===== src/hdl/smvm_pkg.sv =====
// ---------------------------------------------------------------------------
// smvm_pkg
// Shared types and constants of the sparse matrix-vector multiply block.
// ---------------------------------------------------------------------------
package smvm_pkg;

    // item kinds
    localparam logic [1:0] KIND_LOAD  = 2'd0;
    localparam logic [1:0] KIND_NZ    = 2'd1;
    localparam logic [1:0] KIND_EMPTY = 2'd2;

    localparam int COL_W       = 10;
    localparam int VAL_W       = 32;
    localparam int ROWIDX_W    = 16;
    localparam int ACC_W       = 64;
    localparam int IN_TDATA_W  = 48;
    localparam int IN_TUSER_W  = 3;
    localparam int OUT_TDATA_W = 48;
    localparam int FIFO_DEPTH  = 8;
    localparam int FIFO_AW     = 3;

    // item entering the multiply pipeline
    typedef struct packed {
        logic                    valid;
        logic                    is_nz;
        logic signed [VAL_W-1:0] value;
        logic                    row_end;
        logic                    last_row;
        logic                    in_range;
    } item_t;

    // closed row, before rounding
    typedef struct packed {
        logic                    valid;
        logic [ROWIDX_W-1:0]     row_index;
        logic signed [ACC_W-1:0] acc;
        logic                    ovf;
        logic                    last;
    } fin_t;

    // result beat
    typedef struct packed {
        logic [ROWIDX_W-1:0]     row_index;
        logic signed [VAL_W-1:0] row_sum;
        logic                    saturated;
        logic                    last;
    } beat_t;

endpackage


===== src/hdl/smvm_round.sv =====
// ---------------------------------------------------------------------------
// smvm_round
// Floor of a Q32.32 row sum to Q16.16 with 32-bit saturation.
// ---------------------------------------------------------------------------
module smvm_round (
    input  smvm_pkg::fin_t  fin,
    output smvm_pkg::beat_t beat
);
    import smvm_pkg::*;

    localparam int Q_W = ACC_W - 16;

    logic [Q_W-1:0]     q;
    logic [Q_W-VAL_W:0] q_hi;
    logic               clip;

    // arithmetic shift right by 16 is the floor
    assign q    = fin.acc[ACC_W-1:16];
    assign q_hi = q[Q_W-1:VAL_W-1];
    assign clip = !((q_hi == '0) || (q_hi == '1));

    always_comb
    begin
        beat.row_index = fin.row_index;
        beat.last      = fin.last;
        beat.saturated = clip || fin.ovf;
        if (clip)
        begin
            beat.row_sum = q[Q_W-1] ? {1'b1, {(VAL_W-1){1'b0}}} : {1'b0, {(VAL_W-1){1'b1}}};
        end
        else
        begin
            beat.row_sum = q[VAL_W-1:0];
        end
    end

endmodule


===== config.mk =====
export PLATFORM = sky130hd
export DESIGN_NAME = smvm_round
export DESIGN_NICKNAME = d
export VERILOG_FILES = /design/src/hdl/smvm_pkg.sv /design/src/hdl/smvm_round.sv
export SDC_FILE = /design/constraint.sdc
export NUM_CORES = 1
export LEC_CHECK = 0
export BUFFER_PORTS_ARGS = -buffer_cell sky130_fd_sc_hd__buf_2
export CORE_AREA = 2 2 52 54
export DETAILED_ROUTE_END_ITERATION = 7
export DIE_AREA = 0 0 54 56
export PLACE_DENSITY = 0.81
export SLEW_MARGIN = 20
export SYNTH_ARGS = -nofsm -noshare
export SYNTH_HDL_FRONTEND = slang
export SYNTH_SLANG_ARGS = --single-unit

===== constraint.sdc =====
create_clock -name vclk -period 1.5
set_input_delay 0.3 -clock vclk [all_inputs]
set_output_delay 0.3 -clock vclk [all_outputs]
set_load 0.02 [all_outputs]

* Word level (Yosys, flattened, before mapping)
Cells that the tools add are included.
Operators by class: muxes and demuxes 2, equal/unequal tests 1, reduce and logical (&&, ||, !) cells 4
Operators with widths (number):
- 32-bit 2-to-1 mux | 2
- 17-bit == test, second input constant | 1
- 17-bit logical NOT | 1
- 1-bit logical OR | 2
- 1-bit logical NOT | 1
Storage, ports and cells: flip-flop bits (word level) 0, output and inout port bits 50, logic and storage cells 7

* Logic depth before layout (Yosys ltp)
word-level depth 4, mapped depth 5, depth with buffers taken out 4

* Least setup slack after synthesis
Ideal clock, no wire load.
path kind in2out, from input port fin[53] (netlist bit), to output port beat[10] (netlist bit), path buffers 1, stages 5, arrival time 1.301 ns, slack -0.101 ns, cell sequence nand4_1 -> nor4_2 -> a21boi_2 -> buf_6 -> nor2_1
RTL lines:
- start, declared | line smvm_round.sv:6 | input smvm_pkg::fin_t fin,
- end, declared | line smvm_round.sv:7 | output smvm_pkg::beat_t beat

==> summary by stage <==
CTS
The number of buffers inserted for hold repair after clock tree synthesis is 0.

Floorplanning
The floorplan step defined a die boundary enclosing 3020 µm². After floorplanning, the core was sized to cover 2430 µm². The I/O pin count is 133. The starting utilization of the core area is 21.4%. The die height is 56 µm. From left edge to right edge, the die measures 54 µm. In this run the core area contains 18 standard-cell rows.

Critical path
Data arrives at the worst endpoint at 1.50 ns. The critical path runs through a total of 8 cells. The highest net fanout along the worst path is 17. The worst setup path is captured at an output port.

The critical path data required time is 1.20 ns. On the worst path, the slowest cell contributes a delay of 0.25 ns. Counting both buffers and inverters, the worst setup path holds a total of 4. The signal on the critical path passes through buf_8, nor4_4, buf_4, a41oi_4, buf_12, nor2_2, nor2_4, buf_2. The slowest stage of the critical path is the sky130_fd_sc_hd__nor4_4 cell.

The critical setup path kind is in2out. The kind of start point of the critical path is an input pin. In this design, the largest share of critical-path delay is due to buffers and inverters.

Worst hold path
The startpoint identified for the worst hold timing path is fin[66]. Counting instances, the worst hold path has a depth of 0. The end point of the most critical hold path is beat[34]. The classification of the worst-slack hold path is in2out.

Synth
Synthesis produced a netlist whose cell count is 101. The largest area contributor in the synthesized netlist is sky130_fd_sc_hd__nor2_1. The average footprint of a synthesized cell is 5.15 µm².

The number of distinct library cells after synthesis is 14. The cell area that synthesis handed to floorplanning was 520 µm². Sorting the synthesized cells by area gives the leading types as sky130_fd_sc_hd__nor2_1 (45%), sky130_fd_sc_hd__buf_4 (25%), sky130_fd_sc_hd__buf_6 (6.5%). Summing the sequential cell areas from Yosys gives 0% of the chip area.

Of the post-synthesis cell area, the dominant cell type holds 44.7%. The number of synthesis warnings is 0. Synthesis produced a netlist with a net count of 184.

Placement
Detailed placement ended at an HPWL of 1740 µm. The total cell area at the placement stage is 1270 µm². The final weighted congestion in routability-driven placement is 0.731.

Buffers placed on the I/O ports in this run total 82.

Drt
Dividing the detail-routed wire length by the instance count gives 11.9 µm. The post-detailed-route count of antenna-violating nets is 0. The average vias per placed instance is 4.45. The total wire length after detailed routing is 2410 µm. For this run, the detailed router's first-pass iteration total came to 4. For this run, design rule violations remaining after detail routing come to 0. The detailed router's first-iteration violation count is 5. The detailed-route via count is 898.

Global route
The number of antenna violations at the first check in global routing is 0. The wire length of the first global-routing pass is 3150 µm. The aggregate global-route resource usage is 13.0%. Global routing finished with a remaining overflow of 0. The via count of the first global-routing pass came to 790. Entering global routing, the biggest net connects 18 pins.

Finish
After the last flow step, the layout net total stands at 257. The number of sequential cells in the layout is 0. The most common cell after layout, fill and taps aside is sky130_fd_sc_hd__buf_2. The number of antenna diodes is 0. The clock buffers instantiated in the layout total 0. Of the cells placed in the final design, the portion with a size suffix greater than 1 is 94.8%.

The flip-flop and latch area is 0 µm². In the layout the commonest cells are sky130_fd_sc_hd__buf_2 (55), sky130_fd_sc_hd__nor2_4 (45), sky130_fd_sc_hd__buf_6 (27). The finished layout cell area is 1580 µm². The area added between synthesis and finish is 204%.

Flow run
The max-capacitance violation count is 0.

Power
The power after layout is 497 µW. The static leakage power is 0.000684 µW. The largest voltage drop on the vdd net is 0.000177 V. Dividing total power by cell area gives a power density of 314 nW/µm².

Timing
Dividing the final minimum period by the clock period gives 120%. Setup repair after global routing could not meet its margin everywhere. Setup slack on the critical path of the routed design comes to -0.297 ns. The minimum period implied by the final worst setup slack is 1.80 ns. The post-route worst hold slack is 0.600 ns. Setup violations remaining at the end of the flow were counted as 32. The maximum clock frequency is 0.557 GHz. Measured against its own limit, the worst slew margin works out to 83.1%. The number of pins with negative max-slew slack in the final report came to 0. At the pin with the least slew margin, the transition time is 0.252 ns. The hold violation total from the final report is 0.

Outcome
The final reports fail on negative setup slack. The run finished, with violations left.
## cells by family after synthesis
family	count (synthesis)	share of synthesized area (%)
buffers and inverters	24	34.6
AND/OR/NAND/NOR	74	59.9
AO/OA/AOI/OAI	3	5.53
## layout make-up
cell class / count / area, µm²
repair buffers: 95 / 742
multi-input cells: 77 / 803
fillers: 222 / 850
well taps: 30 / 37.5
## Yosys cell counts, drive strengths merged
library cell and n:
nand4 4, nor2 62, o2bb2ai 1, a41oi 1, nor4 5, and3 1
buf 23, a21boi 1, nand2 1, clkbuf 1, nand2b 1
## report_power, final
group / total, µW / leakage (µW) / internal (µW) / switching, µW
combinational: 497 / 0.000684 / 236 / 261
sequential: 0 / 0 / 0 / 0
clock: 0 / 0 / 0 / 0
total: 497 / 0.000684 / 236 / 261
## worst max-delay path by stage
stage / slack [ns] / start / to
floorplan: -0.007 / fin[53] / beat[10]
global placement: -0.32 / fin[54] / beat[2]
detailed placement: -0.33 / fin[54] / beat[4]
CTS: -0.31 / fin[54] / beat[3]
global route: -0.36 / fin[54] / beat[6]
finish: -0.30 / fin[54] / beat[2]
## metal layers
| layer | GRT usage, % | up-vias | wire (µm) |
|---|---|---|---|
| met1 | 12.8 | 391 | 634 |
| met3 | 1.08 | 8 | 305 |
| met5 | 0 | - | 0 |
| met4 | 4.64 | 0 | 54 |
| met2 | 26.0 | 51 | 1410 |
| li1 | - | 448 | - |
## metrics by stage
step	setup WS (ns)	utilization, %	instances	TNS [ns]
2_1_floorplan	-0.00742	-	101	-0.223
3_3_place_gp	-0.317	52.3	200	-9.46
3_5_place_dp	-0.331	52.3	200	-9.73
4_1_cts	-0.307	58.1	200	-8.84
5_1_grt	-0.359	65.1	202	-10.41
6_report	-0.297	65.1	202	-8.58
## timing repair
item | CTS | global route
setup endpoints to repair | 32 | 32
buffers inserted | 0 | 2
gates resized for setup | 33 | 33
pin swaps | 1 | 1
endpoints found under the hold margin | 0 | 0
No activity file was read; power rests on OpenSTA's default activity.
