<file path="src/hdl/smvm_pkg.sv">
// ---------------------------------------------------------------------------
// smvm_pkg
// Shared types and constants of the sparse matrix-vector multiply block.
// ---------------------------------------------------------------------------
package smvm_pkg;

    // item kinds
    localparam logic [1:0] KIND_LOAD  = 2'd0;
    localparam logic [1:0] KIND_NZ    = 2'd1;
    localparam logic [1:0] KIND_EMPTY = 2'd2;

    localparam int COL_W       = 10;
    localparam int VAL_W       = 32;
    localparam int ROWIDX_W    = 16;
    localparam int ACC_W       = 64;
    localparam int IN_TDATA_W  = 48;
    localparam int IN_TUSER_W  = 3;
    localparam int OUT_TDATA_W = 48;
    localparam int FIFO_DEPTH  = 8;
    localparam int FIFO_AW     = 3;

    // item entering the multiply pipeline
    typedef struct packed {
        logic                    valid;
        logic                    is_nz;
        logic signed [VAL_W-1:0] value;
        logic                    row_end;
        logic                    last_row;
        logic                    in_range;
    } item_t;

    // closed row, before rounding
    typedef struct packed {
        logic                    valid;
        logic [ROWIDX_W-1:0]     row_index;
        logic signed [ACC_W-1:0] acc;
        logic                    ovf;
        logic                    last;
    } fin_t;

    // result beat
    typedef struct packed {
        logic [ROWIDX_W-1:0]     row_index;
        logic signed [VAL_W-1:0] row_sum;
        logic                    saturated;
        logic                    last;
    } beat_t;

endpackage

</file>
<file path="src/hdl/smvm_out_fifo.sv">
// ---------------------------------------------------------------------------
// smvm_out_fifo
// Small result queue between the pipeline and the master port.
// ---------------------------------------------------------------------------
module smvm_out_fifo (
    input  logic                       clk,
    input  logic                       rst_n,
    input  logic                       push,
    input  smvm_pkg::beat_t            push_beat,
    input  logic                       pop,
    output logic                       out_valid,
    output smvm_pkg::beat_t            out_beat,
    output logic [smvm_pkg::FIFO_AW:0] count
);
    import smvm_pkg::*;

    beat_t              slot [FIFO_DEPTH];
    logic [FIFO_AW-1:0] wr_ptr_reg;
    logic [FIFO_AW-1:0] rd_ptr_reg;
    logic [FIFO_AW:0]   count_reg;
    logic               do_pop;

    assign do_pop = pop && (count_reg != '0);

    always_ff @(posedge clk)
    begin
        if (push)
        begin
            slot[wr_ptr_reg] <= push_beat;
        end
    end

    always_ff @(posedge clk or negedge rst_n)
    begin
        if (!rst_n)
        begin
            wr_ptr_reg <= '0;
            rd_ptr_reg <= '0;
            count_reg  <= '0;
        end
        else
        begin
            if (push)
            begin
                wr_ptr_reg <= wr_ptr_reg + 1'b1;
            end
            if (do_pop)
            begin
                rd_ptr_reg <= rd_ptr_reg + 1'b1;
            end
            if (push && !do_pop)
            begin
                count_reg <= count_reg + 1'b1;
            end
            else if (!push && do_pop)
            begin
                count_reg <= count_reg - 1'b1;
            end
        end
    end

    assign out_valid = (count_reg != '0);
    assign out_beat  = slot[rd_ptr_reg];
    assign count     = count_reg;

endmodule

</file>
<file path="config.mk">
export PLATFORM = sky130hd
export DESIGN_NAME = smvm_out_fifo
export DESIGN_NICKNAME = d
export VERILOG_FILES = /design/src/hdl/smvm_pkg.sv /design/src/hdl/smvm_out_fifo.sv
export SDC_FILE = /design/constraint.sdc
export NUM_CORES = 1
export LEC_CHECK = 0
export BUFFER_PORTS_ARGS = -buffer_cell sky130_fd_sc_hd__buf_2
export CORE_UTILIZATION = 42
export CTS_BUF_LIST = sky130_fd_sc_hd__clkbuf_16
export CTS_CLUSTER_DIAMETER = 100
export DETAILED_ROUTE_END_ITERATION = 10
export MAX_ROUTING_LAYER = met4
export SETUP_SLACK_MARGIN = 0.2
export SYNTH_ARGS = -nofsm -noshare
export SYNTH_HDL_FRONTEND = slang
export SYNTH_SLANG_ARGS = --single-unit
</file>
<file path="constraint.sdc">
create_clock -name clk -period 8.6 [get_ports clk]
set_clock_uncertainty 0.05 [all_clocks]
set_input_delay 1.72 -clock clk [delete_from_list [all_inputs] [get_ports clk]]
set_output_delay 1.72 -clock clk [all_outputs]
set_load 0.1 [all_outputs]
</file>
== After elaboration in Yosys (flattened, before gate mapping) ==
Memory sizes are Yosys's and may differ from the RTL's.
Index checks and enable logic that the tools add are counted.

* Bits in registers: 10
* RAM bits: 400
* Bits of input ports: 54
* Output and inout port bits: 55
* Memories: 1

{| class="wikitable"
|+ Memories
! name !! depth !! width !! read ports !! clocked after memory_dff !! wr ports !! RTL line !! RTL
|-
| slot || 8 || 50 || 1 || 0 || 1 || smvm_out_fifo.sv:17 || <nowiki>beat_t slot [FIFO_DEPTH];</nowiki>
|}

* Add/sub/neg operators: 4
* Muxes and demuxes: 4
* Reductions and logical operators: 7

{| class="wikitable"
|+ Operators with widths
! operator !! count
|-
| two-way mux 4 bit || 2
|-
| adder 3 x 1 -> 3 bit (second input constant) || 2
|-
| adder 4 x 1 -> 4 bit (second input constant) || 1
|-
| nonzero test 4 bit || 1
|-
| subtractor 4 x 1 -> 4 bit (second input constant) || 1
|-
| logical AND 1 bit || 3
|-
| zero test 1 bit || 2
|-
| two-way mux 1 bit || 2
|-
| nonzero test 2 bit || 1
|}

== Depth between registers and ports, before layout ==
Gate-level depths: netlist (run 1).

* Depth after elaboration: 5
* Depth in mapped cells: 8
* Depth with buffers taken out: 8

== Worst setup path after synthesis (run 1) ==
No wires, ideal clock.

* Kind: in2reg
* Start point: in push
* End point: mem slot[0][0] in the netlist's numbering (enable)
* Library setup time: 0.519 ns
* Arrival time: 5.227 ns
* Setup slack: 2.804 ns
* Stages: 2
* Path through: nand2b_1 > nor3_1

* Cells in the longest elaborated chain, start to end: 2

{| class="wikitable"
|+ Ends and longest elaborated chain
! element !! RTL line !! RTL
|-
| start: declaration || smvm_out_fifo.sv:8 || <nowiki>input logic push,</nowiki>
|-
| two-way mux 1 bit || smvm_out_fifo.sv:27 || <nowiki>if (push)</nowiki>
|-
| two-way mux 1 bit (not written as such) || smvm_out_fifo.sv:29 || <nowiki>slot[wr_ptr_reg] <= push_beat;</nowiki>
|-
| end: declaration || smvm_out_fifo.sv:17 ||
|}

Every way passes these cells.

==> out/metrics.yaml, run 1 <==
run_status:
  status: "finished clean"
logic_synthesis:
  syn-num-nets: 697
  synth_warnings: 0
  syn_inst: 637
  synth_top_area_share_pct: 75.6
  synth_cell_types: 28
  yosysTopAreaCell: "edfxtp_1"
  ys_seq_area_share_pct: 77.1
  ys_top_cells_by_area: "edfxtp_1 76%, mux4_1 11%, mux4_2 4.5%"
  syn_area_per_cell_um2: 25.0
  syn-cell-area_um2: 15900
  ys_ff_latch: 410
setup_path:
  critical_path_class: "reg2out"
  worstPathArrival_ps: 3780
  reg2reg_slack_ps: 5650
  startpoint_type: "flop"
  r2r-start: "count[1]"
  reg2reg_depth: 8
  path_max_fanout: 55
  cp.required_ps: 6830
  r2r-end: "count[3]"
  end_kind: "primary output"
floorplanning:
  ios: 109
  start_util_pct: 43.0
  num_rows: 70
  chipHeight_um: 197
  die_w_um: 197
  fp.dieArea_um2: 38600
  core_um2: 37000
timing:
  max_freq_mhz: 180
  setup_viol: 0
  hold_violations: 0
  final.setup.tns_ps: 0
  period_share_pct: 64.6
  rsz0062_at_grt: "false"
  max_slew_margin_pct: 26.8
  tightest_slew_ps: 1100
  slew_viol_final: 0
  period_needed_ps: 5550
  hold_slack_ps: 518
cells_and_area:
  final_util_pct: 49.9
  seq_area_um2: 12300
  final_common_cell: "edfxtp_1"
  fillCellCount: 2944
  drive_above_1_share_pct: 35.1
  multi_input_area_um2: 3470
  largest_reg_flops: 400
  fin_nets: 834
  syn_to_final_growth_pct: 16.1
  final_cell_mix: "400 x edfxtp_1, 108 x buf_2, 68 x mux4_1"
place:
  io_buffers: 108
  gp_congestion: 0.677
  hpwl_um: 17400
clocking:
  cts_hold_buf: 0
  clk_latency_ps: 550
  cts_resized: 0
  cts_setup_buffers: 0
  cts_root_buf: "clkbuf_16"
  path_clk_slew_ps: 60
  cts.sinks: 410
  cts_inserted_buffers: 43
  cts_tree: "built"
  cts_max_level: 2
  ctsLongestPathBuffers: 3
min_path:
  hold_end: "count[2]"
  hp-start: "count[2]"
  worstHoldPathType: "reg2reg"
  holdPathStages: 2
detailed_routing:
  wl_per_cell_um: 24.4
  drcViolationCount: 0
  drt-total-wl_um: 32200
  drt_iter0_drc: 446
  drt_first_pass_iters: 4
  vias_per_cell: 5.35
  postRouteAntennaNets: 0
  vias: 7055
global_routing:
  grt_util_all_layers_pct: 17.7
  grt.overflow.total: 0
  use_met2_pct: 28.9
  gr-usage-met3_pct: 4.02
  grt_max_degree: 78
  grt-busiest-layer: "met2"
  antenna_found_initial: 6
  met1_usage_pct: 22.2
  grt_pass1_wl_um: 48000
  grt_pass1_vias: 7696
job:
  cap_violations: 0
[final cells by class]
cell class	count	area share [%]
sequential	410	66.5
multi-input combinational	197	18.8
inverter	1	0.0203
clock buffer	43	5.83
clock inverter	36	1.94
timing repair buffer	121	3.46
antenna	6	0.0813
tap	504	3.42
[metal layers]
layer / routed length (um) / share of wire, %
met5: 0 / 0
met4: 543 / 1.7
met3: 1570 / 4.9
met2: 16300 / 51
met1: 13800 / 43
[per-stage QoR]
step           instance area (um2)  cells  setup WS [ps]
2_1_floorplan                15900    637           2800
3_3_place_gp                 17000   1233           3570
3_5_place_dp                 17000   1233           3560
4_1_cts                      18400   1312           2930
5_1_grt                      18500   1318           2820
6_report                     18500   1318           3050
[synth_stat cells, drive strengths merged]
master	count
edfxtp	400
mux4	100
mux2	53
buf	20
dfrtp	10
clkbuf	9
nand2	6
nor2	6
ha	5
xnor2	5
nand2b	3
nand3	3
nor3	3
a21oi	2
o211ai	2
or4	2
a2111o	1
fa	1
inv	1
mux2i	1
nand3b	1
o21ai	1
or3	1
xor2	1
[critical path, stage by stage (launching register included)]
cell     delay (ps)
dfrtp_4        1110
buf_4           820
mux4_1          680
mux2_2          280
buf_2           290
[logic make-up (layout without fill, tap and decap cells)]
| group | Yosys count | in the layout | synth area share, % |
|---|---|---|---|
| multiplexers | 154 | 154 | 19.6 |
| buffers and inverters | 30 | 201 | 1.39 |
| other | 0 | 6 | 0 |
| AND/OR/NAND/NOR | 25 | 25 | 0.771 |
| AO/OA/AOI/OAI | 6 | 6 | 0.260 |
| flip-flops | 410 | 410 | 77.1 |
| adder cells (fa/ha/maj) | 6 | 6 | 0.520 |
| XOR/XNOR | 6 | 6 | 0.331 |
[worst max-delay path by stage]
stage / start / to / slack [ps]
6_report: rd_ptr_reg[0] / out_beat[35] / 3050
5_1_grt: rd_ptr_reg[0] / out_beat[25] / 2820
4_1_cts: rd_ptr_reg[0] / out_beat[30] / 2930
3_5_place_dp: rd_ptr_reg[0] / out_beat[30] / 3560
3_3_place_gp: rd_ptr_reg[0] / out_beat[35] / 3570
2_1_floorplan: push / slot[0][0] / 2800
Power of run 1 is not shown: default switching activity piles up to over one toggle a cycle in this logic, so the estimate is an artifact.
==> run 2: changes to the inputs <==
Clock period 8.6 ns to 5 ns, I/O delays scaled along.
==> run 2 against run 1 <==
Effect of this change: critical path depth stayed put; non-clock buffer count is 1 higher; clock-buffer cell count is 1 lower; final cell count is 0.83% lower; worst setup slack worse by 2300 ps; register-to-register slack worse by 3600 ps; highest routed layer unchanged.
==> out/metrics.yaml, run 2 (synthesized netlist as in run 1, its figures left out) <==
clocking:
  cts.sinks: 410  # unchanged
  cts_max_level: 2  # unchanged
  path_clk_slew_ps: 60  # about the same
  cts_hold_buf: 0  # unchanged
  cts_resized: 0  # unchanged
  ctsLongestPathBuffers: 3  # unchanged
  cts_inserted_buffers: 42  # -2.3%
  cts_root_buf: "clkbuf_16"
  cts_tree: "built"
  clk_latency_ps: 540  # about the same
  cts_setup_buffers: 0  # unchanged
timing:
  setup_viol: 0  # unchanged
  tightest_slew_ps: 1170  # +69.6 ps
  period_needed_ps: 4260
  rsz0062_at_grt: "false"
  period_share_pct: 85.3
  max_slew_margin_pct: 22.2  # -4.6 points
  hold_slack_ps: 270  # -248 ps
  worst_slack_ps: 736  # -2310 ps
  final.setup.tns_ps: 0  # unchanged
  max_freq_mhz: 235
  slew_viol_final: 0  # unchanged
  hold_violations: 0  # unchanged
setup_path:
  crit_slowest_cell: "dfrtp_4"
  slowest_delay_ps: 980  # -130 ps
  end_kind: "primary output"
  r2r-start: "count[0]"
  cp.required_ps: 3950  # -2880 ps
  cp_num_buf_inv: 2  # unchanged
  critical_path_class: "reg2out"
  r2r-end: "count[3]"
  reg2reg_depth: 8  # unchanged
  cp_top_family: "flip-flops"
  worstPathArrival_ps: 3210  # -570 ps
  path_max_fanout: 47  # -15%
  worstPathCellList: "buf_12 -> mux4_1 -> mux2_2 -> buf_2"
  startpoint_type: "flop"
  reg2reg_slack_ps: 2010  # -3640 ps
global_routing:
  grt.overflow.total: 0  # unchanged
  grt_pass1_wl_um: 46200  # -3.7%
  grt_max_degree: 85  # +9.0%
  grt_pass1_vias: 7535  # -2.1%
  grt_util_all_layers_pct: 17.0  # -0.72 points
  antenna_found_initial: 3  # -3
floorplanning:
  num_rows: 70  # unchanged
  chipHeight_um: 197  # unchanged
  ios: 109  # unchanged
  fp.dieArea_um2: 38600  # unchanged
  die_w_um: 197  # unchanged
  start_util_pct: 43.0  # unchanged
  core_um2: 37000  # unchanged
detailed_routing:
  vias_per_cell: 5.31  # -0.86%
  postRouteAntennaNets: 0  # unchanged
  drcViolationCount: 0  # unchanged
  drt_iter0_drc: 452  # +1.3%
  drt-total-wl_um: 30500  # -5.3%
  wl_per_cell_um: 23.3  # -4.5%
  vias: 6936  # -1.7%
  drt_first_pass_iters: 5  # +1
cells_and_area:
  largest_reg_flops: 400  # unchanged
  drive_above_1_share_pct: 34.3  # -0.86 points
  final_util_pct: 49.9  # unchanged
  final_common_cell: "edfxtp_1"
  syn_to_final_growth_pct: 16.1  # unchanged
  final_cell_mix: "400 x edfxtp_1, 108 x buf_2, 68 x mux4_1"
  fin_nets: 834  # unchanged
run_status:
  status: "finished clean"
job:
  cap_violations: 0  # unchanged
place:
  dp_slack_ps: 1240  # -2320 ps
  gp_congestion: 0.710  # +4.8%
  hpwl_um: 16100  # -7.8%
  io_buffers: 108  # unchanged
min_path:
  worstHoldPathType: "in2async"
==> run 2: through the flow <==
stage	cell area, um2	instances
after floorplan	15900	637
after global placement	17100	1234
after detailed placement	17100	1234
after CTS	18500	1303
after global routing	18500	1306
final	18500	1307
==> run 2: area by class of cell <==
type	instances	area [um2]
clock buffers	42	1050
fillers	2915	18500
repair buffers	122	696
inverters	1	3.75
flip-flops and latches	410	12300
clock inverters	27	315
diodes	4	10.0
well taps	504	631
multi-input cells	197	3480
==> run 2: per-layer routing <==
layer / vias up / wire (um) / share of wire (%) / GRT usage, %
li1: 3063 / - / - / -
met1: 3664 / 13400 / 44 / 22.1
met2: 158 / 15100 / 49 / 27.3
met3: 51 / 1450 / 4.8 / 3.34
met4: 0 / 640 / 2.1 / 5.03
met5: - / 0 / 0 / -
==> run 2: how the worst max path moves through the flow <==
stage             startpoint      endpoint  slack [ps]  depth (start not counted)
2_1_floorplan           push    slot[1][0]        1260                          2
3_3_place_gp   rd_ptr_reg[0]  out_beat[21]        1280                          4
3_5_place_dp   rd_ptr_reg[0]  out_beat[27]        1240                          4
4_1_cts        rd_ptr_reg[0]  out_beat[27]         650                          4
5_1_grt        rd_ptr_reg[0]  out_beat[27]         540                          4
6_report       rd_ptr_reg[0]   out_beat[1]         740                          4
Power of run 2 is left out for the same reason.
