`src/hdl/smvm_pkg.sv`:
```
// ---------------------------------------------------------------------------
// smvm_pkg
// Shared types and constants of the sparse matrix-vector multiply block.
// ---------------------------------------------------------------------------
package smvm_pkg;

    // item kinds
    localparam logic [1:0] KIND_LOAD  = 2'd0;
    localparam logic [1:0] KIND_NZ    = 2'd1;
    localparam logic [1:0] KIND_EMPTY = 2'd2;

    localparam int COL_W       = 10;
    localparam int VAL_W       = 32;
    localparam int ROWIDX_W    = 16;
    localparam int ACC_W       = 64;
    localparam int IN_TDATA_W  = 48;
    localparam int IN_TUSER_W  = 3;
    localparam int OUT_TDATA_W = 48;
    localparam int FIFO_DEPTH  = 8;
    localparam int FIFO_AW     = 3;

    // item entering the multiply pipeline
    typedef struct packed {
        logic                    valid;
        logic                    is_nz;
        logic signed [VAL_W-1:0] value;
        logic                    row_end;
        logic                    last_row;
        logic                    in_range;
    } item_t;

    // closed row, before rounding
    typedef struct packed {
        logic                    valid;
        logic [ROWIDX_W-1:0]     row_index;
        logic signed [ACC_W-1:0] acc;
        logic                    ovf;
        logic                    last;
    } fin_t;

    // result beat
    typedef struct packed {
        logic [ROWIDX_W-1:0]     row_index;
        logic signed [VAL_W-1:0] row_sum;
        logic                    saturated;
        logic                    last;
    } beat_t;

endpackage

```
`src/hdl/smvm_mac.sv`:
```
// ---------------------------------------------------------------------------
// smvm_mac
// Multiply stage and saturating Q32.32 row accumulator with row counter.
// ---------------------------------------------------------------------------
module smvm_mac #(
    parameter int MAX_ROWS = 65536
) (
    input  logic                          clk,
    input  logic                          rst_n,
    input  smvm_pkg::item_t               item,
    input  logic signed [smvm_pkg::VAL_W-1:0] x,
    output logic                          prod_valid,
    output smvm_pkg::fin_t                fin
);
    import smvm_pkg::*;

    localparam int RW = $clog2(MAX_ROWS);
    localparam int IW = (RW > ROWIDX_W) ? RW : ROWIDX_W;
    localparam logic signed [ACC_W-1:0] ACC_MAX = {1'b0, {(ACC_W-1){1'b1}}};
    localparam logic signed [ACC_W-1:0] ACC_MIN = {1'b1, {(ACC_W-1){1'b0}}};

    // product stage
    logic                    p_valid_reg;
    logic                    p_nz_reg;
    logic                    p_end_reg;
    logic                    p_last_reg;
    logic signed [ACC_W-1:0] prod_reg;
    logic signed [ACC_W-1:0] prod_next;

    // accumulate stage
    logic signed [ACC_W-1:0] acc_reg;
    logic                    ovf_reg;
    logic [RW-1:0]           cnt_reg;
    logic [RW-1:0]           cnt_next;
    logic [IW-1:0]           cnt_wide;
    fin_t                    fin_reg;
    fin_t                    fin_next;

    logic signed [ACC_W:0]   sum_wide;
    logic signed [ACC_W-1:0] acc_upd;
    logic                    ovf_upd;
    logic                    emit;

    // signed 32x32 product, sign-extended to the accumulator width
    always_comb
    begin
        if (item.is_nz && item.in_range)
        begin
            prod_next = $signed(item.value) * x;
        end
        else
        begin
            prod_next = '0;
        end
    end

    always_ff @(posedge clk or negedge rst_n)
    begin
        if (!rst_n)
        begin
            p_valid_reg <= 1'b0;
        end
        else
        begin
            p_valid_reg <= item.valid;
        end
    end

    always_ff @(posedge clk)
    begin
        p_nz_reg   <= item.is_nz;
        p_end_reg  <= item.row_end;
        p_last_reg <= item.last_row;
        prod_reg   <= prod_next;
    end

    assign sum_wide = {acc_reg[ACC_W-1], acc_reg} + {prod_reg[ACC_W-1], prod_reg};

    always_comb
    begin
        if (!p_nz_reg)
        begin
            // empty row reports a clean zero
            acc_upd = '0;
            ovf_upd = 1'b0;
        end
        else if (sum_wide[ACC_W] != sum_wide[ACC_W-1])
        begin
            acc_upd = sum_wide[ACC_W] ? ACC_MIN : ACC_MAX;
            ovf_upd = 1'b1;
        end
        else
        begin
            acc_upd = sum_wide[ACC_W-1:0];
            ovf_upd = ovf_reg;
        end
    end

    assign emit     = p_valid_reg && (!p_nz_reg || p_end_reg);
    assign cnt_next = p_last_reg ? '0 :
                      (cnt_reg == RW'(MAX_ROWS - 1)) ? '0 : cnt_reg + 1'b1;
    assign cnt_wide = IW'(cnt_reg);

    always_comb
    begin
        fin_next.valid     = emit;
        fin_next.row_index = cnt_wide[ROWIDX_W-1:0];
        fin_next.acc       = acc_upd;
        fin_next.ovf       = ovf_upd;
        fin_next.last      = p_last_reg;
    end

    always_ff @(posedge clk or negedge rst_n)
    begin
        if (!rst_n)
        begin
            acc_reg <= '0;
            ovf_reg <= 1'b0;
            cnt_reg <= '0;
            fin_reg <= '0;
        end
        else
        begin
            fin_reg <= fin_next;
            if (p_valid_reg)
            begin
                if (emit)
                begin
                    acc_reg <= '0;
                    ovf_reg <= 1'b0;
                    cnt_reg <= cnt_next;
                end
                else
                begin
                    acc_reg <= acc_upd;
                    ovf_reg <= ovf_upd;
                end
            end
        end
    end

    assign prod_valid = p_valid_reg;
    assign fin        = fin_reg;

endmodule

```
`config.mk`:
```
export PLATFORM = sky130hd
export DESIGN_NAME = smvm_mac
export DESIGN_NICKNAME = d
export VERILOG_FILES = /design/src/hdl/smvm_pkg.sv /design/src/hdl/smvm_mac.sv
export SDC_FILE = /design/constraint.sdc
export NUM_CORES = 2
export LEC_CHECK = 0
export CORE_AREA = 3 3 314 316
export DETAILED_ROUTE_END_ITERATION = 8
export DIE_AREA = 0 0 317 319
export DONT_BUFFER_PORTS = 1
export PLACE_DENSITY = 0.64
export SLEW_MARGIN = 20
export SYNTH_ARGS = -nofsm -noshare
export SYNTH_HDL_FRONTEND = slang
export SYNTH_SLANG_ARGS = --single-unit
```
`constraint.sdc`:
```
create_clock -name clk -period 3.08 [get_ports clk]
set_input_delay 0.154 -clock clk [delete_from_list [all_inputs] [get_ports clk]]
set_output_delay 0.154 -clock clk [all_outputs]
set_load 0.03 [all_outputs]
```
After elaboration in Yosys (flattened, before gate mapping)
Cells that the tools add are included.
{"block": "totals", "register_bits": 232, "in_bits": 71, "output_inout_bits": 84, "wordCells": 32}
{"block": "op_classes", "n_addsub": 2, "mul": 1, "eq_ne": 2, "mux": 9, "reduce_logical": 5}
{"cell": "64-bit 2-to-1 mux", "n": 4}
{"cell": "64-bit by 64-bit adder with 65-bit output", "n": 1}
{"cell": "32-bit by 32-bit multiplier with 64-bit output", "n": 1}
{"cell": "16-bit 2-to-1 mux", "n": 2}
{"cell": "16-bit by 1-bit adder with 16-bit output (second input constant)", "n": 1}
{"cell": "16-bit equality test (second input constant)", "n": 1}
{"cell": "1-bit 2-to-1 mux", "n": 3}
{"cell": "1-bit logical AND", "n": 2}
{"cell": "2-bit AND reduction", "n": 1}
{"cell": "1-bit logical NOT", "n": 1}
{"cell": "1-bit logical OR", "n": 1}
{"cell": "1-bit != test", "n": 1}

Depth between registers and ports, before layout
{"block": "logic_depth", "word_depth": 5, "mapped_depth": 29, "mapped_depth_nobuf": 27}

Worst setup path after synthesis
Ideal clock, no wire load.
{"block": "synth_path", "path_kind": "input-to-reg", "from": "input item[34] (netlist bit)", "to": "register prod_reg[63]", "setup_time_ns": 0.071, "arrival_ns": 7.365, "required_time_ns": 3.009, "setup_slack_ns": -4.355, "stages": 26, "path_buffers": 1, "path_cell_list": "clkbuf_1 -> nand2_1 -> inv_1 -> fa_1 -> inv_1 -> fa_1 -> inv_1 -> fa_1 -> fa_1 -> inv_1 -> fa_1 -> inv_1 -> fa_1 -> fa_1 -> inv_1 -> fa_1 -> inv_1 -> ha_1 -> a21o_1 -> a21o_1 -> a21o_1 -> a21o_1 -> o31ai_1 -> a21oi_1 -> or3_1 -> a21oi_1"}
{"block": "synth_via", "elab_chain_cells": 1}
{"element": "from (decl)", "line": "smvm_mac.sv:10", "source": "input smvm_pkg::item_t item,"}
{"element": "32-bit by 32-bit multiplier with 64-bit output", "line": "smvm_mac.sv:49", "source": "prod_next = $signed(item.value) * x;"}
{"element": "to (signal assigned)", "line": "smvm_mac.sv:74", "source": "prod_reg <= prod_next;"}
{"element": "to (decl)", "line": "smvm_mac.sv:27", "source": "logic signed [ACC_W-1:0] prod_reg;"}
No other way between the ends.
A chain may end at the register's enable or synchronous reset.

Worst setup path after layout
{"block": "layout_path", "from": "input x[31] (netlist bit)", "to": "register prod_reg[63]"}
{"block": "layout_via", "elab_chain_cells": 1}
{"element": "from (decl)", "line": "smvm_mac.sv:11", "source": "input logic signed [smvm_pkg::VAL_W-1:0] x,"}
{"element": "32-bit by 32-bit multiplier with 64-bit output", "line": "smvm_mac.sv:49"}
No other way between the ends.

==> results.md <==
Worst setup path:
- Along the worst path, the maximum fanout reaches 10.
- The worst setup path is of the input pin to flop kind.
- The worst setup path is captured at a flop.
- The count of cells along the worst register-to-register path is 16.
- The type of origin of the critical path is an input pin.
- The arrival time at the worst endpoint is 7.01 ns.
- For the worst setup path, the data required time is 3.53 ns.

STA:
- Setup repair after global routing could not meet its margin everywhere.
- Based on the critical path, the design can be clocked at up to 152 MHz.
- The number of pins exceeding their max-slew limit in the final report is 0.
- At the pin with the least slew margin, the transition time is 1.46 ns.
- The clock arrives with 0.0174 ns of skew.
- The worst pin sits at a relative slew slack of 0.0288.
- Setup violations remaining at the end of the flow were counted as 186.
- The ratio of final minimum period to clock period is 2.13.
- The final hold violation count is 165.
- Once routing completed, OpenROAD measured the worst setup slack at -3.48 ns.
- The post-route worst hold slack is -0.692 ns.
- The time the worst path needs with I/O delays and setup is 6.56 ns.

Clock tree:
- The clock tree from TritonCTS is done.
- CTS built an H-tree with a depth of 1.
- Counting every sink on the clock net gives 232.
- TritonCTS created 24 clock buffers.
- In this run the clock root is driven by a sky130_fd_sc_hd__clkbuf_16.
- The largest buffer count on any clock path is 3.
- The clock transition at the registers of the reported paths is roughly 0.070 ns.
- At the later pin of the worst-skew pair, clock insertion delay measures around 0.54 ns.
- For this design, the CTS-stage hold fixing added 7 buffers.

Detailed routing:
- The topmost layer with routed signal wires is met4.
- In this run, the number of DRC markers left after iteration 0 of detailed routing was 2,651.
- Detailed routing placed a total of 9570 um of wire on met3.
- The final route contains 37,700 vias.
- For this block, wires on met1 add up to around 58,000 um.
- The total wirelength of the detailed-routed design is 148,000 um.
- The post-detailed-route DRC marker count is 0.
- The post-detailed-route wirelength per cell is 21.7 um.
- The first TritonRoute pass finished after 6 iterations.
- The via density per instance is 5.53.
- In the detailed route, the total length drawn on met2 is between 70,000 and 80,000 um.
- In this run the remaining antenna-violating nets after routing total 0.

Floorplan:
- The placeable core region is 96,300 um^2.
- The initial utilization of the core area, before any placement, comes to 0.496.
- The die covers between 100,000 and 150,000 um^2.
- Pin placement for this block handled 155 I/O pins.
- The die is 317 um wide.
- From bottom edge to top edge, the die measures 319 um.
- The floorplan has 114 rows.

Finish:
- The share of layout cells above drive strength 1 is 0.224.
- The final-stage net count is between 6,000 and 7,000.
- The area growth from synthesis to layout is 22.6%.
- The layout has 8,051 filler cells.
- The register with the most flip-flops in the layout has 83 of them.
- The non-filler instance count after layout is 6,817.

Synth:
- The number of unique standard cell types used by synthesis is 78.
- The number of nets in the synthesized netlist is 6,554.
- After synthesis, the share of flip-flops with an asynchronous set or reset is 0.711.
- The most used flip-flop cell after synthesis is sky130_fd_sc_hd__dfrtp_1.
- Sorting the synthesized cells by area gives the leading types as sky130_fd_sc_hd__fa_1, sky130_fd_sc_hd__dfrtp_1, sky130_fd_sc_hd__inv_1.
- After synthesis, the mean cell area works out to 9.28 um^2.
- In this run, synthesis produced a sequential element count of 232.
- The dominant cell type by area after synthesis is sky130_fd_sc_hd__fa_1.
- The share of synthesized area in the top cell type comes to 0.454.
- The area of the mapped netlist is 47,800 um^2.
- The number of synthesis warnings is 0.
- Synthesis produced a netlist whose cell count is 5,151.
- Counting flops with a built-in enable in the synthesized netlist gives 0.
- The portion of the post-synthesis area used by sequential elements is 0.114.

Placement:
- Summed over all nets, the half-perimeter wirelength after detailed placement is 110,000 um.
- The routability-driven placement congestion ratio is 0.938.
- After detailed placement, the design holds a cell count of 6,631.
- During placement, the flow inserted port buffers numbering 0.

Run:
- The tool flagged a number of max-cap violations equal to 0.

Min path:
- The path type of the worst min-delay path is input pin to asynchronous set/reset pin.

Global routing:
- The first global-routing pass estimated 233,000 um of wire.
- The total grt overflow is 0.
- The maximum number of pins on one net before global-route repair is 166.
- The initial antenna violation count is 4.
- The via count of the first global-routing pass is 41,500.
- In the global route stage, overall resource usage came out at 0.295.

Run status:
- The flow ran to the end, but the final reports show violations.
- The final reports fail on hold timing, setup timing.
==> metal layers <==
metal | up-vias | GRT usage
met2 | 1466 | 0.506
met1 | 19600 | 0.383
met4 | 0 | 0.104
li1 | 16300 | -
met3 | 373 | 0.0392
met5 | - | 0
==> synth_stat cells, drive strengths merged, types with 3 or more instances <==
cell type,instances
nor3,94
a21boi,5
dfxtp,67
a2111oi,7
nand3,37
a311oi,3
o211ai,18
inv,1066
ha,249
o21a,10
a21o,51
nor3b,4
or3,10
nor2,211
nor2b,5
a31oi,13
o21bai,21
xnor2,75
o221ai,6
a21oi,154
nand2,616
o31ai,9
a221oi,4
xor2,52
nand2b,23
a211oi,19
mux2i,4
buf,42
fa,1083
a31o,3
and2,518
clkbuf,230
and3,29
nor4,3
o2111ai,6
a41oi,3
and4,4
o21ai,98
dfrtp,165
or2,6
o22ai,67
nand4,32
==> stage by stage <==
step / setup WS [ns] / TNS [ns] / hold WS (ns) / util / area [um^2]
final: -3.48 / -216.33 / -0.692 / 0.608 / 58600
after global routing: -3.65 / -235.54 / -0.710 / 0.608 / 58600
after CTS: -3.36 / -198.45 / -0.700 / 0.587 / 56500
after floorplan: -3.94 / -166.78 / -0.142 / - / 49300
after detailed placement: -4.17 / -238.65 / -0.138 / 0.549 / 52900
after global placement: -4.08 / -237.58 / -0.138 / 0.549 / 52900
==> critical path: stages <==
cell and delay (ns):
sky130_fd_sc_hd__inv_16 0.03, sky130_fd_sc_hd__buf_8 0.12, sky130_fd_sc_hd__nor2_4 0.11, sky130_fd_sc_hd__fa_1 0.45, sky130_fd_sc_hd__fa_1 0.52, sky130_fd_sc_hd__fa_1 0.56, sky130_fd_sc_hd__fa_2 0.65, sky130_fd_sc_hd__fa_2 0.48
sky130_fd_sc_hd__fa_1 0.58, sky130_fd_sc_hd__fa_1 0.45, sky130_fd_sc_hd__fa_1 0.62, sky130_fd_sc_hd__ha_4 0.23, sky130_fd_sc_hd__a21o_1 0.19, sky130_fd_sc_hd__a211o_1 0.28, sky130_fd_sc_hd__a21oi_2 0.23, sky130_fd_sc_hd__a21oi_4 0.09
sky130_fd_sc_hd__a2111oi_4 0.29, sky130_fd_sc_hd__a211oi_4 0.14, sky130_fd_sc_hd__buf_4 0.15, sky130_fd_sc_hd__a41o_1 0.17, sky130_fd_sc_hd__or3_1 0.38, sky130_fd_sc_hd__a21oi_2 0.14
==> layout make-up <==
type                       count  area (um^2)  share of cell area
antenna                        1         2.50           0.0000427
clock buffer                  35          704              0.0120
clock inverter                 9          108             0.00184
inverter                    1066         4020              0.0686
multi-input combinational   3582        41000               0.700
sequential                   232         5470              0.0934
tap                         1276         1600              0.0273
timing repair buffer         615         5650              0.0965
timing repair inverter         1         7.51            0.000128
==> cells in the final DEF (no fill, tap or decap), drive strengths merged, types with 43 or more instances in the layout <==
cell	netlist	routed
o22ai	67	67
clkbuf	230	43
nor3	94	94
buf	42	600
dfrtp	165	165
dfxtp	67	67
o21ai	98	98
fa	1083	1083
a21o	51	51
a21oi	154	154
nand2	616	616
nor2	211	211
and2	518	518
inv	1066	1066
ha	249	249
xnor2	75	75
xor2	52	52
==> what timing repair did <==
item / CTS / global route
endpoints found under the setup margin: 184 / 186
gates cloned: 24 / 12
pin swaps: 189 / 310
gates resized for setup: 336 / 399
setup buffers: 74 / 65
hold endpoints to repair: 175 / 165
==> cells by family (layout without fill, tap and decap cells) <==
family          after synthesis  after routing  synth area share
mux                           4              4          0.000838
other cells                   0              1                 0
simple gates               1598           1598             0.164
fa+ha+maj                  1332           1332             0.519
xor+xnor                    127            127            0.0233
compound gates              520            521            0.0709
buf+inv                    1338           1726             0.108
flops                       232            232             0.114
==> worst paths after layout <==
path	start	end	slack (ns)
setup / recovery	x[31]	prod_reg[63]$_SDFF_PN0_	-3.48
hold / removal	rst_n	fin[10]$_DFF_PN0_	-0.69
setup reg to reg	acc_reg[0]$_DFFE_PN0P_	acc_reg[23]$_DFFE_PN0P_	-0.67
hold reg to reg	cnt_reg[7]$_DFFE_PN0P_	fin[73]$_DFF_PN0_	0.44
max in group asynchronous	rst_n	acc_reg[46]$_DFFE_PN0P_	3.37
min in group clk	x[1]	prod_reg[1]$_SDFF_PN0_	0.06
Power is not shown: default switching activity piles up to over one toggle a cycle in this logic, so the estimate is an artifact.
